`src/hdl/sri_ram.sv`:
```
// ----------------------------------------------------------------------------
// sri_ram
// Generic single-write, single-read RAM with registered read data.
// Read is read-first: a read and write to the same address return old data.
// ----------------------------------------------------------------------------
module sri_ram #(
    parameter int WIDTH = 32,
    parameter int DEPTH = 32
) (
    input  logic                     clk,
    input  logic                     we,
    input  logic [$clog2(DEPTH)-1:0] waddr,
    input  logic [WIDTH-1:0]         wdata,
    input  logic                     re,
    input  logic [$clog2(DEPTH)-1:0] raddr,
    output logic [WIDTH-1:0]         rdata
);

    logic [WIDTH-1:0] mem [DEPTH];
    logic [WIDTH-1:0] rdata_reg;

    always_ff @(posedge clk)
    begin
        if (we)
        begin
            mem[waddr] <= wdata;
        end
        if (re)
        begin
            rdata_reg <= mem[raddr];
        end
    end

    assign rdata = rdata_reg;

endmodule

```
`config.mk`:
```
export PLATFORM = sky130hd
export DESIGN_NAME = sri_ram
export DESIGN_NICKNAME = d
export VERILOG_FILES = /design/src/hdl/sri_ram.sv
export SDC_FILE = /design/constraint.sdc
export NUM_CORES = 1
export LEC_CHECK = 0
export ABC_AREA = 1
export BUFFER_PORTS_ARGS = -buffer_cell sky130_fd_sc_hd__buf_2
export CAP_MARGIN = 40
export CORE_AREA = 2 2 363 365
export CTS_CLUSTER_SIZE = 8
export DETAILED_ROUTE_END_ITERATION = 7
export DIE_AREA = 0 0 365 367
export HOLD_SLACK_MARGIN = 0.08
export SLEW_MARGIN = 25
export SYNTH_ARGS = -nofsm -noshare
export SYNTH_HDL_FRONTEND = slang
export SYNTH_SLANG_ARGS = --single-unit
```
`constraint.sdc`:
```
create_clock -name clk -period 3.1 [get_ports clk]
set_clock_uncertainty 0.1 [all_clocks]
set_input_delay 0.155 -clock clk [delete_from_list [all_inputs] [get_ports clk]]
set_output_delay 0.155 -clock clk [all_outputs]
set_load 0.01 [all_outputs]
```
# == Yosys cells after proc, flatten, opt, wreduce, memory -nomap -nowiden ==
# Memories as Yosys holds them, arrays and structs flattened. A register that Yosys moved wholly into a read port is not among the register bits.
# Cells that the tools add are included.
# word_totals
regBits,0
ram_bits,1024
input_bits,45
output_inout_bits,32
wordCells,3
memories,1
# classes
muxes,2
# memory_table
name,depth,width,read_ports,rd_clocked_by_memory_dff,wr,line,text
mem,32,32,1,1,1,19,logic [WIDTH-1:0] mem [DEPTH];
# ops
cell,count
1-bit two-way mux,2

# == Logic depth before layout (Yosys ltp) ==
# logic_depth
depth_word,2
mapped_depth,12
mapped_depth_nobuf,9

# == Worst setup path before layout ==
# OpenSTA, ideal clock, no wires.
# synth_path
path_kind,input port to flip-flop
start,input waddr[0]
end,memory mem[0][0] (enable)
setup_ns,0.421
arrival_ns,1.810
t_required_ns,2.579
slack_ns,0.769
path_stages,3
n_path_buf,0
cell_sequence,inv_1 > nand3_1 > nor2_1
# synth_rtl
item,line,text
from (decl),12,"input logic [$clog2(DEPTH)-1:0] waddr,"
to (decl),19,
# No word-level cell before the write port.

==> metrics.txt <==
Area Growth Syn to Fin=16.0%; Comb power frac=0.057; Slew headroom=0.434; drt first pass iters=5; multi-input logic area=9670 sq um; Avg Inst Size Synth=12.1 sq um; post-route minimum period=approximately 2.4 ns; # setup viols final=0; TritonCTS Buffers=149; pin count of the biggest net entering global routing=141; P_sw=about 7 mW; post-synthesis cell count=3,536; P_leak=between 15 and 20 nW; Reg-to-Reg Start=mem[9][17]; max-slew violations=0; CP Capture Point=rdata[17]; Post-route DRC=0; initial antenna violation count=1; count of cell types in the netlist=13; PwrDens=649 nW/um^2; Synth Warn #=0; clock power share=0.444; WS Path Type=in2reg; setup_tns=0 ns; DRT iter0 DRCs=3,225; commonest non-fill, non-tap cells in the layout=1,440 x nand2_1, 1,056 x edfxtp_1, 780 x nand3_1, 154 x clkbuf_16, 72 x buf_2; max reg flops=1,024; Finished Cell Area=just under 50,000 sq um; GRT Resource Usage Total=0.177; Worst Path Required=between 3 and 4 ns; Crit Reg-Reg Endpoint=rdata[17]; ratio of cells with drive above 1 in the final layout=0.101; Syn Nets=3,581; first-pass GRT wire length=around 180 mm; worst-margin pin slew=0.849 ns; crit path DAT=2.82 ns; area of all sequential standard cells=31,700 sq um; chip height=367 um; PortBufs=76; switching share of total power=0.218; H-tree depth=4; Max Fanout on Critical Path=25; I/O pin count=77; Starting Density=0.327; RePlAce Congestion=0.753; clk buf depth=3; vias in the first global route=26,200; final count of hold timing violations=0; Seq/Total Area, Yosys=0.742; Clock Sinks=1,056; worst ir drop on vdd=0.000614 V; DIE AREA=134,000 sq um; final worst path period share=0.782; DP HPWL=a little under 60 mm; root buffer cell=clkbuf_16; Area after DPL=roughly 45,000 sq um; worst hold path class=in2reg; Total Routed Length=119 mm; RSZ-0062 raised after global routing=no; Hold Crit Start=we; CTS resizes=0; CP Launch Type=input port; wire length per cell=21.8 um; fmax=0.412 GHz; CP endpoint kind=flop; fillcell total=between 10,000 and 15,000; max-cap viol count=0; Worst R2R Path Depth=9; core outline area=130,000 sq um; clock latency on the worst-skew pair=0.74 ns; r2r setup slk=1.31 ns; vias=about 27,000; vias per cell=5.03; post-synthesis cell area=around 43,000 sq um; Critical Path Start=raddr[3]; Worst-path clk slew=~0.050 ns; Final nets=3,725; register share of total power=0.499; antenna-violating nets left=0; global route total overflow=0; Die Wd=365 um; status=complete, no violations; CTS tree=yes; Yosys reg bits=1,056; Rows=133; Pint=25.2 mW; most common cell after layout, fill and taps aside=nand2_1
==> worst min-delay path by stage <==
stage | cells past startpoint | slack, ns | end
detailed placement | 1 | 0.48 | rdata[13]
global route | 4 | 0.14 | mem[8][6]
floorplan | 0 | 0.15 | mem[0][0]
global placement | 1 | 0.48 | rdata[13]
finish | 4 | 0.13 | mem[8][6]
CTS | 4 | 0.09 | mem[8][6]
==> power groups by stage <==
stage               registers [mW]  clock network (mW)  logic [mW]
finish                        16.0                14.3        1.83
global route                  16.0                15.1        2.04
CTS                           16.0                14.5        1.84
detailed placement            16.3                   0        1.80
global placement              16.3                   0        1.77
floorplan                     16.3                   0        1.09
==> what timing repair did <==
action,CTS,global route
setup buffers,0,0
hold buffers,37,0
endpoints found under the hold margin,1072,0
==> cells by family (layout without fill, tap and decap cells) <==
group         after synthesis  after routing  synth area share
buf+inv                   228            382            0.0371
flops                    1056           1056             0.742
other cells                 0              1                 0
simple gates             2252           2252             0.221
==> cells in the mapped netlist, drive strengths merged <==
library cell	instances	area [sq um]
nand3	780	3900
nor2	32	120
edfxtp	1056	31700
clkbuf	24	90.1
inv	10	45.1
nand2	1440	5410
buf	194	1450
==> area by class of cell <==
type                    count  area share
diodes                      1   0.0000505
clock buffers             154      0.0778
clock inverters             7     0.00242
inverters                  10     0.00141
multi-input cells        2252       0.195
flip-flops and latches   1056       0.640
well taps                1755      0.0443
repair buffers            211      0.0388
==> worst max-delay path: stages <==
cell,delay (ns)
dlygate4sd3_1,0.53
buf_4,0.28
clkinv_2,0.59
buf_4,0.45
nand2_1,0.09
nand2_1,0.05
nand2_1,0.05
dlygate4sd3_1,0.56
nand2_1,0.05
==> per-stage QoR <==
stage                      util  instances  hold WS (ns)  power (mW)  setup slack (ns)
after CTS                 0.380       5445        0.0935        32.4             0.720
after detailed placement  0.346       5247         0.478        18.1             0.827
after floorplan               -       3536         0.154        17.4             0.769
final                     0.380       5446         0.129        32.2             0.675
after global routing      0.380       5445         0.143        33.2             0.572
after global placement    0.346       5246         0.478        18.1             0.828
==> per-layer routing <==
metal  part of all wire  global-route usage  up-vias
li1                   -                   -    12600
met4              0.023              0.0525        2
met1               0.42               0.244    13500
met5            0.00011                   0        -
met3              0.074              0.0300      182
met2               0.48               0.285     1091
(Power assumes the default switching activity.)
